===== src/hw/rtl/interval_timer_bank_with_history_defines.svh =====
`ifndef INTERVAL_TIMER_BANK_WITH_HISTORY_DEFINES_SVH
`define INTERVAL_TIMER_BANK_WITH_HISTORY_DEFINES_SVH

// Assertion helpers for the timer bank; clk and rst_n are taken from the
// module that uses them.

// Same-cycle implication
`define ITBH_ASSERT_IMP(lbl, ante, cons) \
  lbl: assert property (@(posedge clk) disable iff (!rst_n) (ante) |-> (cons)) \
    else $error("itbh assertion failed");

// Next-cycle implication
`define ITBH_ASSERT_NXT(lbl, ante, cons) \
  lbl: assert property (@(posedge clk) disable iff (!rst_n) (ante) |=> (cons)) \
    else $error("itbh assertion failed");

`endif


===== src/hw/rtl/itbh_pkg.sv =====
package itbh_pkg;

  // Field widths
  localparam int IDX_W      = 3;
  localparam int SLOT_W     = 4;
  localparam int TIME_W     = 30;
  localparam int STAT_W     = 3;
  localparam int REQ_W      = 2;
  localparam int KIND_W     = 2;
  localparam int IN_DATA_W  = 40;
  localparam int OUT_DATA_W = 40;

  localparam logic [TIME_W-1:0] NS_PER_SEC = 30'd1000000000;

  // Request types on the input channel
  localparam logic [REQ_W-1:0] REQ_START = 2'd0;
  localparam logic [REQ_W-1:0] REQ_STOP  = 2'd1;
  localparam logic [REQ_W-1:0] REQ_DUMP  = 2'd2;

  // Command kinds after classification
  localparam logic [KIND_W-1:0] CMD_START = 2'd0;
  localparam logic [KIND_W-1:0] CMD_STOP  = 2'd1;
  localparam logic [KIND_W-1:0] CMD_DUMP  = 2'd2;
  localparam logic [KIND_W-1:0] CMD_BAD   = 2'd3;

  // Result status codes
  localparam logic [STAT_W-1:0] ST_OK      = 3'd0;
  localparam logic [STAT_W-1:0] ST_BAD_IDX = 3'd1;
  localparam logic [STAT_W-1:0] ST_RESTART = 3'd2;
  localparam logic [STAT_W-1:0] ST_IGNORED = 3'd3;
  localparam logic [STAT_W-1:0] ST_MAX     = 3'd4;
  localparam logic [STAT_W-1:0] ST_SAMPLE  = 3'd5;
  localparam logic [STAT_W-1:0] ST_DONE    = 3'd6;

  // Command queue between front and back
  localparam int QDEPTH = 2;
  localparam int QAW    = 1;

  typedef struct packed {
    logic [KIND_W-1:0] kind;
    logic [IDX_W-1:0]  idx;
    logic [TIME_W-1:0] now;
  } cmd_t;

  typedef struct packed {
    logic [STAT_W-1:0] status;
    logic [IDX_W-1:0]  timer;
    logic [SLOT_W-1:0] slot;
    logic [TIME_W-1:0] value;
    logic              last;
  } res_t;

endpackage


===== src/hw/rtl/itbh_ram.sv =====
module itbh_ram #(
  parameter int WIDTH = 30,
  parameter int DEPTH = 40,
  localparam int AW = (DEPTH > 1) ? $clog2(DEPTH) : 1
) (
  input  logic             clk,
  input  logic             we,
  input  logic [AW-1:0]    waddr,
  input  logic [WIDTH-1:0] wdata,
  input  logic             re,
  input  logic [AW-1:0]    raddr,
  output logic [WIDTH-1:0] rdata
);

  logic [WIDTH-1:0] mem_r [DEPTH];
  logic [WIDTH-1:0] rdata_r;

  // Write port
  always_ff @(posedge clk) begin
    if (we) begin
      mem_r[waddr] <= wdata;
    end
  end

  // Registered read port
  always_ff @(posedge clk) begin
    if (re) begin
      rdata_r <= mem_r[raddr];
    end
  end

  assign rdata = rdata_r;

endmodule


===== src/hw/rtl/itbh_front.sv =====
module itbh_front #(
  parameter int TIMERS = 4
) (
  input  logic                               in_tvalid,
  output logic                               in_tready,
  input  logic [itbh_pkg::REQ_W-1:0]         in_tuser,
  input  logic [itbh_pkg::IN_DATA_W-1:0]     in_tdata,
  input  logic                               q_full,
  output logic                               q_push,
  output itbh_pkg::cmd_t                     q_cmd
);
  import itbh_pkg::*;

  logic [IDX_W-1:0]  idx;
  logic [TIME_W-1:0] stamp;
  logic              idx_bad;
  logic              accept;

  assign idx   = in_tdata[IDX_W-1:0];
  assign stamp = in_tdata[IDX_W+TIME_W-1:IDX_W];

  // Take a request whenever the queue has room
  assign in_tready = !q_full;
  assign accept    = in_tvalid && !q_full;
  assign idx_bad   = ({1'b0, idx} >= (IDX_W+1)'(TIMERS));

  // Fold the stamp into the second and classify the request
  always_comb begin
    q_cmd.idx  = idx;
    q_cmd.now  = (stamp >= NS_PER_SEC) ? (stamp - NS_PER_SEC) : stamp;
    q_cmd.kind = CMD_BAD;
    q_push     = 1'b0;
    case (in_tuser)
      REQ_START: begin
        q_cmd.kind = idx_bad ? CMD_BAD : CMD_START;
        q_push     = accept;
      end
      REQ_STOP: begin
        q_cmd.kind = idx_bad ? CMD_BAD : CMD_STOP;
        q_push     = accept;
      end
      REQ_DUMP: begin
        q_cmd.kind = CMD_DUMP;
        q_push     = accept;
      end
      default: begin
        // drop the unused request type
        q_push = 1'b0;
      end
    endcase
  end

endmodule


===== src/hw/rtl/itbh_fifo.sv =====
module itbh_fifo (
  input  logic           clk,
  input  logic           rst_n,
  input  logic           push,
  input  itbh_pkg::cmd_t push_cmd,
  output logic           full,
  input  logic           pop,
  output logic           empty,
  output itbh_pkg::cmd_t head
);
  import itbh_pkg::*;

  cmd_t           mem_r [QDEPTH];
  logic [QAW-1:0] wr_r, wr_nxt;
  logic [QAW-1:0] rd_r, rd_nxt;
  logic [QAW:0]   cnt_r, cnt_nxt;

  assign full  = (cnt_r == (QAW+1)'(QDEPTH));
  assign empty = (cnt_r == '0);
  assign head  = mem_r[rd_r];

  // Advance pointers and fill count
  always_comb begin
    wr_nxt  = push ? wr_r + 1'b1 : wr_r;
    rd_nxt  = pop  ? rd_r + 1'b1 : rd_r;
    cnt_nxt = cnt_r + (QAW+1)'(push) - (QAW+1)'(pop);
  end

  always_ff @(posedge clk) begin
    if (!rst_n) begin
      wr_r  <= '0;
      rd_r  <= '0;
      cnt_r <= '0;
    end else begin
      wr_r  <= wr_nxt;
      rd_r  <= rd_nxt;
      cnt_r <= cnt_nxt;
    end
  end

  // Hold the queued commands
  always_ff @(posedge clk) begin
    if (push) begin
      mem_r[wr_r] <= push_cmd;
    end
  end

endmodule


===== src/hw/rtl/itbh_back.sv =====
`include "interval_timer_bank_with_history_defines.svh"

module itbh_back #(
  parameter int TIMERS  = 4,
  parameter int SAMPLES = 10
) (
  input  logic           clk,
  input  logic           rst_n,
  input  logic           q_empty,
  input  itbh_pkg::cmd_t q_head,
  output logic           q_pop,
  output logic           out_valid,
  input  logic           out_ready,
  output itbh_pkg::res_t out_res
);
  import itbh_pkg::*;

  localparam int DEPTH = TIMERS * SAMPLES;
  localparam int AW    = (DEPTH > 1) ? $clog2(DEPTH) : 1;
  localparam int TIW   = (TIMERS > 1) ? $clog2(TIMERS) : 1;
  localparam int TCW   = $clog2(TIMERS + 1);

  localparam logic [2:0] S_IDLE = 3'd0;
  localparam logic [2:0] S_STOP = 3'd1;
  localparam logic [2:0] S_DT   = 3'd2;
  localparam logic [2:0] S_DRD  = 3'd3;
  localparam logic [2:0] S_DEM  = 3'd4;

  // Per-timer state and ring valid bits
  logic              run_r   [TIMERS];
  logic [TIME_W-1:0] stamp_r [TIMERS];
  logic [SLOT_W-1:0] pos_r   [TIMERS];
  logic [TIME_W-1:0] max_r   [TIMERS];
  logic              vld_r   [DEPTH];

  logic [2:0]        state_r, state_nxt;
  logic [TCW-1:0]    t_r, t_nxt;
  logic [SLOT_W-1:0] s_r, s_nxt;
  logic [AW-1:0]     base_r, base_nxt;
  logic              out_vld_r, out_vld_nxt;
  res_t              out_r, out_nxt;
  cmd_t              cur_r;
  logic [TIME_W-1:0] elapsed_r;
  logic              rd_vld_r;

  logic              out_free;
  logic              ld_out;
  logic              ld_stop;
  logic              do_start;
  logic              do_stop;
  logic              do_clear;
  logic [TIW-1:0]    hidx;
  logic [TIW-1:0]    cidx;
  logic [TIW-1:0]    tix;
  logic              t_done;
  logic [TIME_W:0]   diff;
  logic [TIME_W-1:0] elapsed_c;
  logic [AW-1:0]     wr_addr;
  logic [AW-1:0]     rd_addr;
  logic              ram_re;
  logic [TIME_W-1:0] ram_rdata;
  logic [SLOT_W-1:0] pos_next;

  assign out_free = !out_vld_r || out_ready;
  assign hidx     = q_head.idx[TIW-1:0];
  assign cidx     = cur_r.idx[TIW-1:0];
  assign tix      = t_r[TIW-1:0];
  assign t_done   = (t_r == TCW'(TIMERS));

  // Elapsed time modulo one second
  assign diff      = {1'b0, q_head.now} - {1'b0, stamp_r[hidx]};
  assign elapsed_c = diff[TIME_W] ? (diff[TIME_W-1:0] + NS_PER_SEC) : diff[TIME_W-1:0];

  assign wr_addr  = AW'(int'(cidx) * SAMPLES + int'(pos_r[cidx]));
  assign rd_addr  = base_r + AW'(s_r);
  assign pos_next = (pos_r[cidx] == SLOT_W'(SAMPLES - 1)) ? '0 : pos_r[cidx] + 1'b1;

  itbh_ram #(
    .WIDTH (TIME_W),
    .DEPTH (DEPTH)
  ) u_ring (
    .clk   (clk),
    .we    (do_stop),
    .waddr (wr_addr),
    .wdata (elapsed_r),
    .re    (ram_re),
    .raddr (rd_addr),
    .rdata (ram_rdata)
  );

  // Sequencer: execute one command, or walk the dump
  always_comb begin
    state_nxt = state_r;
    t_nxt     = t_r;
    s_nxt     = s_r;
    base_nxt  = base_r;
    out_nxt   = out_r;
    q_pop     = 1'b0;
    ld_out    = 1'b0;
    ld_stop   = 1'b0;
    do_start  = 1'b0;
    do_stop   = 1'b0;
    do_clear  = 1'b0;
    ram_re    = 1'b0;
    case (state_r)
      S_IDLE: begin
        if (!q_empty) begin
          case (q_head.kind)
            CMD_START: begin
              if (out_free) begin
                q_pop    = 1'b1;
                do_start = 1'b1;
                ld_out   = 1'b1;
                out_nxt  = '{run_r[hidx] ? ST_RESTART : ST_OK, q_head.idx, '0, '0, 1'b1};
              end
            end
            CMD_STOP: begin
              if (!run_r[hidx]) begin
                if (out_free) begin
                  q_pop   = 1'b1;
                  ld_out  = 1'b1;
                  out_nxt = '{ST_IGNORED, q_head.idx, '0, '0, 1'b1};
                end
              end else begin
                q_pop     = 1'b1;
                ld_stop   = 1'b1;
                state_nxt = S_STOP;
              end
            end
            CMD_DUMP: begin
              q_pop     = 1'b1;
              t_nxt     = '0;
              base_nxt  = '0;
              state_nxt = S_DT;
            end
            default: begin
              if (out_free) begin
                q_pop   = 1'b1;
                ld_out  = 1'b1;
                out_nxt = '{ST_BAD_IDX, q_head.idx, '0, '0, 1'b1};
              end
            end
          endcase
        end
      end
      S_STOP: begin
        if (out_free) begin
          do_stop   = 1'b1;
          ld_out    = 1'b1;
          out_nxt   = '{ST_OK, cur_r.idx, '0, elapsed_r, 1'b1};
          state_nxt = S_IDLE;
        end
      end
      S_DT: begin
        if (t_done) begin
          if (out_free) begin
            ld_out    = 1'b1;
            do_clear  = 1'b1;
            out_nxt   = '{ST_DONE, '0, '0, '0, 1'b1};
            state_nxt = S_IDLE;
          end
        end else if (max_r[tix] == '0) begin
          // skip a timer with no record
          t_nxt    = t_r + 1'b1;
          base_nxt = base_r + AW'(SAMPLES);
        end else if (out_free) begin
          ld_out    = 1'b1;
          out_nxt   = '{ST_MAX, IDX_W'(t_r), '0, max_r[tix], 1'b0};
          s_nxt     = '0;
          state_nxt = S_DRD;
        end
      end
      S_DRD: begin
        ram_re    = 1'b1;
        state_nxt = S_DEM;
      end
      S_DEM: begin
        if (out_free) begin
          ld_out  = 1'b1;
          out_nxt = '{ST_SAMPLE, IDX_W'(t_r), s_r, rd_vld_r ? ram_rdata : '0, 1'b0};
          if (s_r == SLOT_W'(SAMPLES - 1)) begin
            t_nxt     = t_r + 1'b1;
            base_nxt  = base_r + AW'(SAMPLES);
            state_nxt = S_DT;
          end else begin
            s_nxt     = s_r + 1'b1;
            state_nxt = S_DRD;
          end
        end
      end
      default: begin
        state_nxt = S_IDLE;
      end
    endcase
    out_vld_nxt = ld_out ? 1'b1 : (out_ready ? 1'b0 : out_vld_r);
  end

  // Control registers
  always_ff @(posedge clk) begin
    if (!rst_n) begin
      state_r   <= S_IDLE;
      t_r       <= '0;
      s_r       <= '0;
      base_r    <= '0;
      out_vld_r <= 1'b0;
    end else begin
      state_r   <= state_nxt;
      t_r       <= t_nxt;
      s_r       <= s_nxt;
      base_r    <= base_nxt;
      out_vld_r <= out_vld_nxt;
    end
  end

  // Payload registers
  always_ff @(posedge clk) begin
    out_r <= out_nxt;
    if (ld_stop) begin
      cur_r     <= q_head;
      elapsed_r <= elapsed_c;
    end
    if (ram_re) begin
      rd_vld_r <= vld_r[rd_addr];
    end
  end

  // Timer state: clear on reset and after a dump
  always_ff @(posedge clk) begin
    if (!rst_n || do_clear) begin
      for (int i = 0; i < TIMERS; i++) begin
        run_r[i]   <= 1'b0;
        stamp_r[i] <= '0;
        pos_r[i]   <= '0;
        max_r[i]   <= '0;
      end
      for (int j = 0; j < DEPTH; j++) begin
        vld_r[j] <= 1'b0;
      end
    end else begin
      if (do_start) begin
        run_r[hidx]   <= 1'b1;
        stamp_r[hidx] <= q_head.now;
      end
      if (do_stop) begin
        run_r[cidx]    <= 1'b0;
        pos_r[cidx]    <= pos_next;
        vld_r[wr_addr] <= 1'b1;
        if (elapsed_r > max_r[cidx]) begin
          max_r[cidx] <= elapsed_r;
        end
      end
    end
  end

  assign out_valid = out_vld_r;
  assign out_res   = out_r;

  `ITBH_ASSERT_IMP(a_pop_only_idle, q_pop, state_r == S_IDLE)
  `ITBH_ASSERT_IMP(a_stop_on_running, state_r == S_STOP, run_r[cidx])
  `ITBH_ASSERT_NXT(a_read_then_emit, state_r == S_DRD, state_r == S_DEM)
  `ITBH_ASSERT_IMP(a_dump_rec_not_last, out_vld_r && (out_r.status == ST_MAX || out_r.status == ST_SAMPLE), !out_r.last)

endmodule


===== src/hw/rtl/interval_timer_bank_with_history.sv =====
// Start, invalid-index and ignored-stop requests: queued, then registered out, 1 per cycle
// unless the output stalls. Stop on a running timer: elapsed time is registered first, so stops
// do not issue back to back. Dump: timers without a record are skipped, each other gives its max
// record and each sample (ring RAM read), then the done record; input is held off once the
// 2-entry command queue fills. Reset (synchronous, rst_n low) and a finished dump clear all
// timer state at once through per-entry valid bits on the sample ring; no clearing pass.
module interval_timer_bank_with_history #(
  parameter int TIMERS  = 4,
  parameter int SAMPLES = 10
) (
  input  logic                               clk,
  input  logic                               rst_n,
  input  logic                               in_tvalid,
  output logic                               in_tready,
  input  logic [itbh_pkg::REQ_W-1:0]         in_tuser,   // req_type
  input  logic [itbh_pkg::IN_DATA_W-1:0]     in_tdata,   // timer_index, timestamp_ns
  output logic                               out_tvalid,
  input  logic                               out_tready,
  output logic [itbh_pkg::STAT_W-1:0]        out_tuser,  // status
  output logic [itbh_pkg::OUT_DATA_W-1:0]    out_tdata,  // which_timer, sample_slot, time_value
  output logic                               out_tlast   // last_result
);
  import itbh_pkg::*;

  localparam int PAD_W = OUT_DATA_W - IDX_W - SLOT_W - TIME_W;

  cmd_t push_cmd;
  cmd_t head;
  logic push, pop, full, empty;
  res_t res;

  itbh_front #(
    .TIMERS (TIMERS)
  ) u_front (
    .in_tvalid (in_tvalid),
    .in_tready (in_tready),
    .in_tuser  (in_tuser),
    .in_tdata  (in_tdata),
    .q_full    (full),
    .q_push    (push),
    .q_cmd     (push_cmd)
  );

  itbh_fifo u_queue (
    .clk      (clk),
    .rst_n    (rst_n),
    .push     (push),
    .push_cmd (push_cmd),
    .full     (full),
    .pop      (pop),
    .empty    (empty),
    .head     (head)
  );

  itbh_back #(
    .TIMERS  (TIMERS),
    .SAMPLES (SAMPLES)
  ) u_back (
    .clk       (clk),
    .rst_n     (rst_n),
    .q_empty   (empty),
    .q_head    (head),
    .q_pop     (pop),
    .out_valid (out_tvalid),
    .out_ready (out_tready),
    .out_res   (res)
  );

  // Pack the result onto the stream
  assign out_tuser = res.status;
  assign out_tdata = {{PAD_W{1'b0}}, res.value, res.slot, res.timer};
  assign out_tlast = res.last;

endmodule

===== config.mk =====
export PLATFORM = sky130hd
export DESIGN_NAME = interval_timer_bank_with_history
export DESIGN_NICKNAME = d
export VERILOG_FILES = /design/src/hw/rtl/itbh_pkg.sv /design/src/hw/rtl/itbh_ram.sv /design/src/hw/rtl/itbh_front.sv /design/src/hw/rtl/itbh_fifo.sv /design/src/hw/rtl/itbh_back.sv /design/src/hw/rtl/interval_timer_bank_with_history.sv
export VERILOG_INCLUDE_DIRS = /design/src /design/src/hw/rtl
export SDC_FILE = /design/constraint.sdc
export NUM_CORES = 2
export LEC_CHECK = 0
export ABC_CLOCK_PERIOD_IN_PS = 5400
export BUFFER_PORTS_ARGS = -buffer_cell sky130_fd_sc_hd__buf_2
export CAP_MARGIN = 40
export CORE_MARGIN = 1
export CORE_UTILIZATION = 30
export CTS_CLUSTER_DIAMETER = 80
export DETAILED_ROUTE_END_ITERATION = 12
export HOLD_SLACK_MARGIN = 0.08
export PLACE_DENSITY_LB_ADDON = 0.3
export SLEW_MARGIN = 20
export SYNTH_ARGS = -nofsm -noshare
export SYNTH_HDL_FRONTEND = slang
export SYNTH_HIERARCHICAL = 1
export SYNTH_SLANG_ARGS = --single-unit

===== constraint.sdc =====
create_clock -name clk -period 5.4 [get_ports clk]
set_input_delay 0 -clock clk [delete_from_list [all_inputs] [get_ports clk]]
set_output_delay 0 -clock clk [all_outputs]
set_load 0.02 [all_outputs]

==> results.md <==
- Power per standard cell area: between 400 and 500 nW/um^2
- RSZ-0062 raised after global routing: false
- Root buffer cell: sky130_fd_sc_hd__clkbuf_16
- Number of global-route vias before repair: 40,900
- Synthesized area per cell: between 15 and 20 sq um
- Sinks on the clock net: ~1,700
- Highest-delay cell along the critical path: sky130_fd_sc_hd__mux4_2
- Die Y: slightly below 500 um
- Fin Clk Skew: about 56 ps
- Final RePlAce weighted congestion: around 0.84
- Number of input and output port buffers inserted: 81
- Total Wirelength: a little over 200,000 um
- Combined buffer and inverter count along the critical path: 1
- Count of non-filler cells in the finished layout: around 8,000
- Largest voltage drop on the vdd net: between 0.3 and 0.4 mV
- EDFF count, synth: roughly 1,600
- Total die area: 246,000 sq um
- Most common cell after layout, fill and taps aside: sky130_fd_sc_hd__edfxtp_1
- Fraction of registers with async set or reset after synthesis: 0%
- Number of synthesized register bits: between 1,500 and 2,000
- Tightest slew margin relative to the limit: roughly a third
- Cell Area, Synth: ~73,000 sq um
- Worst path arrival time: 5460 ps
- Post-route clock period utilization: between 90% and 100%
- Run status: completed
- Starting density of the core: 30.1%
- Number of failing setup endpoints in the final timing report: 0
- Global-route wire length before repair: about 290,000 um
- Fin crit period: 4920 ps
- Path type of the worst setup path: flop to flop
- Biggest fanout along the worst timing path: 11
- Core Footprint: between 200,000 and 250,000 sq um
- Post-synth cell types: a little under 90
- Switching share of total power: a little under a third
- Delay of the slowest cell on the worst path: 460 ps
- Worst-case clock buffer depth: 3
- Instance count of the mapped netlist: around 4,400
- Number of slew-limit violations in the final report: 0
- Initial DRC Count: between 3,000 and 4,000
- Power share of the clock group: ~33%
- Share of power burned in registers: 44.0%
- First-pass detailed-route iteration total: 8
- Growth of design area from synthesis to finish: 16.0%
- TritonCTS clock tree: yes
- Remaining antenna violation count after routing: 0
- Hold Vio Cnt, Final: 0
- Total placed cells including tap cells: between 7,000 and 8,000
- Post-synth top area cell: sky130_fd_sc_hd__edfxtp_1
- Width of the die: about 500 um
- Source-to-sink clock delay at the later pin of the worst-skew pair: approximately 840 ps
- Cts repair resizes: 0
- Gr usage total: around 16%
- IO Pins: 92
- Part of the total power dissipated in combinational logic: between 20% and 30%
- Routed wirelength normalized by instance count: ~25 um
- Family with the most delay on the worst path: compound AO/OA/AOI/OAI gates
- Total Power: 35.9 mW
- Clock transition at the registers of the reported paths: approximately 60 ps
- Num rows: between 150 and 200
- Critical path data required time: slightly below 6000 ps
- Number of CTS-inserted buffers: roughly 180
- Fraction of post-synthesis cell area in the top cell type by area: between 60% and 70%
- CP Capture Type: flop
- Highest-count cells in the layout ignoring fill and taps: 1,635 x sky130_fd_sc_hd__edfxtp_1, 485 x sky130_fd_sc_hd__mux2i_1, 178 x sky130_fd_sc_hd__clkbuf_16
- Startpoint Class: flop
- Half-perimeter wire length after placement: approximately 120,000 um
- Detail-routed via count per cell: between 5 and 6
- Number of warnings reported in the yosys synthesis log: 6
- Biggest area contributors in the synthesized netlist: sky130_fd_sc_hd__edfxtp_1 67%, sky130_fd_sc_hd__mux2i_1 6.6%, sky130_fd_sc_hd__mux4_2 5.2%, sky130_fd_sc_hd__dfxtp_1 2.4%, sky130_fd_sc_hd__ha_1 1.4%
- DRC violations left: 0
- Total congestion overflow after global routing: 0
- Static Leak: 27.0 nW
- Net Switching: ~11 mW
- Number of antenna violations at the first check in global routing: 9
- Measured slew at the worst slew-check pin: 1020 ps
- Worst-path cell chain: mux2_2, buf_4, mux4_2, fa_1, and2b_1, o2111ai_2, a21oi_1, nor2_1, xnor2_1, ha_1, a21oi_1, o2111ai_1, a21oi_1, o21ai_1, nor3b_1, xor2_1
- Total number of H-tree levels: 4
- Max frequency: about 200 MHz
- Max-cap violations: 0
- Final Net Count: between 4,000 and 5,000
- Share of layout cells above drive strength 1: 18.0%
- Internal: between 20 and 25 mW
- Portion of the post-synthesis area used by sequential elements: 69.5%
- Commonest register cell after synthesis: sky130_fd_sc_hd__edfxtp_1
- Min-delay worst type: input port to flop
- Final Core Density: between 30% and 40%
- Maximum number of pins on one net before global-route repair: around 80
- Setup Total Neg Slack: 0 ps
- Via count: about 41,000
- Most prevalent standard cell on the critical path: sky130_fd_sc_hd__a21oi_1
==> power by group through the flow <==
stage	clock network (mW)	registers (mW)	logic, mW
finish	11.8	15.8	8.29
global route	12.6	15.8	8.87
CTS	12.1	15.8	8.31
detailed placement	0	16.1	8.23
global placement	0	16.1	8.21
floorplan	0	16.3	4.90
==> worst min-delay path, stage by stage <==
cell and delay, ps:
sky130_fd_sc_hd__dlygate4sd3_1 520, sky130_fd_sc_hd__buf_2 140, sky130_fd_sc_hd__xnor2_1 110
==> path summary, 6_finish.rpt <==
check | end | slack [ps] | start | depth (start not counted)
setup / recovery | u_back/elapsed_r[25] | 480 | flop | 16
hold / removal | u_queue/mem_r[0][24] | 160 | in_tdata[27] | 3
setup reg to reg | u_back/elapsed_r[25] | 480 | flop | 16
hold reg to reg | u_back/vld_r[60] | 350 | u_back/vld_r[60] | 0
==> area by class of cell <==
class / count / area (sq um)
Timing Repair Buffer: 341 / 3060
Fill cell: 22900 / 158000
Sequential cell: 1724 / 50900
Tap cell: 3202 / 4010
Multi-Input combinational cell: 2281 / 20800
Inverter: 162 / 608
Clock inverter: 89 / 825
Clock buffer: 233 / 4730
Antenna cell: 4 / 10.0
==> cell usage after synthesis, types with 23 or more instances <==
library cell,count
sky130_fd_sc_hd__edfxtp_1,1635
sky130_fd_sc_hd__mux2i_1,485
sky130_fd_sc_hd__mux4_2,170
sky130_fd_sc_hd__inv_1,160
sky130_fd_sc_hd__clkbuf_1,152
sky130_fd_sc_hd__nor2_1,151
sky130_fd_sc_hd__nand2_1,139
sky130_fd_sc_hd__and2_1,132
sky130_fd_sc_hd__a21oi_1,131
sky130_fd_sc_hd__a22oi_1,120
sky130_fd_sc_hd__dfxtp_1,89
sky130_fd_sc_hd__nor3_1,84
sky130_fd_sc_hd__ha_1,83
sky130_fd_sc_hd__a22o_1,81
sky130_fd_sc_hd__o21ai_0,74
sky130_fd_sc_hd__a221oi_1,49
sky130_fd_sc_hd__xnor2_1,48
sky130_fd_sc_hd__buf_4,47
sky130_fd_sc_hd__nor4_1,43
sky130_fd_sc_hd__o22ai_1,37
sky130_fd_sc_hd__mux2_2,36
sky130_fd_sc_hd__a222oi_1,30
sky130_fd_sc_hd__mux2_4,30
sky130_fd_sc_hd__o41ai_2,30
sky130_fd_sc_hd__a21o_1,28
sky130_fd_sc_hd__nand3_1,27
sky130_fd_sc_hd__buf_1,23
sky130_fd_sc_hd__buf_2,23
sky130_fd_sc_hd__nor2b_1,23
==> cell families after synthesis <==
logic type	synth area share [%]
flops	69.5
mux	13.2
compound gates	7.31
simple gates	4.87
buf+inv	2.80
fa+ha+maj	1.47
xor+xnor	0.856
other cells	0.00512
==> registers in the layout, indices dropped and copies added, names as in the netlist, 3 cells and up, named ones only <==
register,cells
u_back/base_r,5
u_back/elapsed_r,30
u_back/max_r,120
u_back/out_res,41
u_back/pos_r,16
u_back/run_r,4
u_back/s_r,4
u_back/stamp_r,120
u_back/state_r,3
u_back/t_r,3
u_back/u_ring/mem_r,1200
u_back/u_ring/rdata,30
u_back/vld_r,64
u_queue/mem_r,70
==> layer usage <==
metal	up-vias	track usage [%]	share of wire, %
li1	18100	-	-
met1	21600	22.8	44
met2	1366	26.0	47
met3	264	2.92	6.4
met4	4	4.70	2.7
met5	-	0	0.016
==> timing repair <==
action	in CTS	in global routing
hold buffers	78	0
setup endpoints to repair	0	0
hold endpoints to repair	158	0
buffers inserted	0	0
==> metrics by stage <==
| step | setup WS [ps] | area [sq um] | hold WS [ps] |
|---|---|---|---|
| 6_report | 483 | 84900 | 159 |
| 5_1_grt | 153 | 84900 | 133 |
| 4_1_cts | 498 | 84900 | 82.1 |
| 3_5_place_dp | 520 | 78600 | 196 |
| 3_3_place_gp | 514 | 78400 | 192 |
| 2_1_floorplan | -309 | 73200 | 118 |
(Power assumes the default switching activity.)
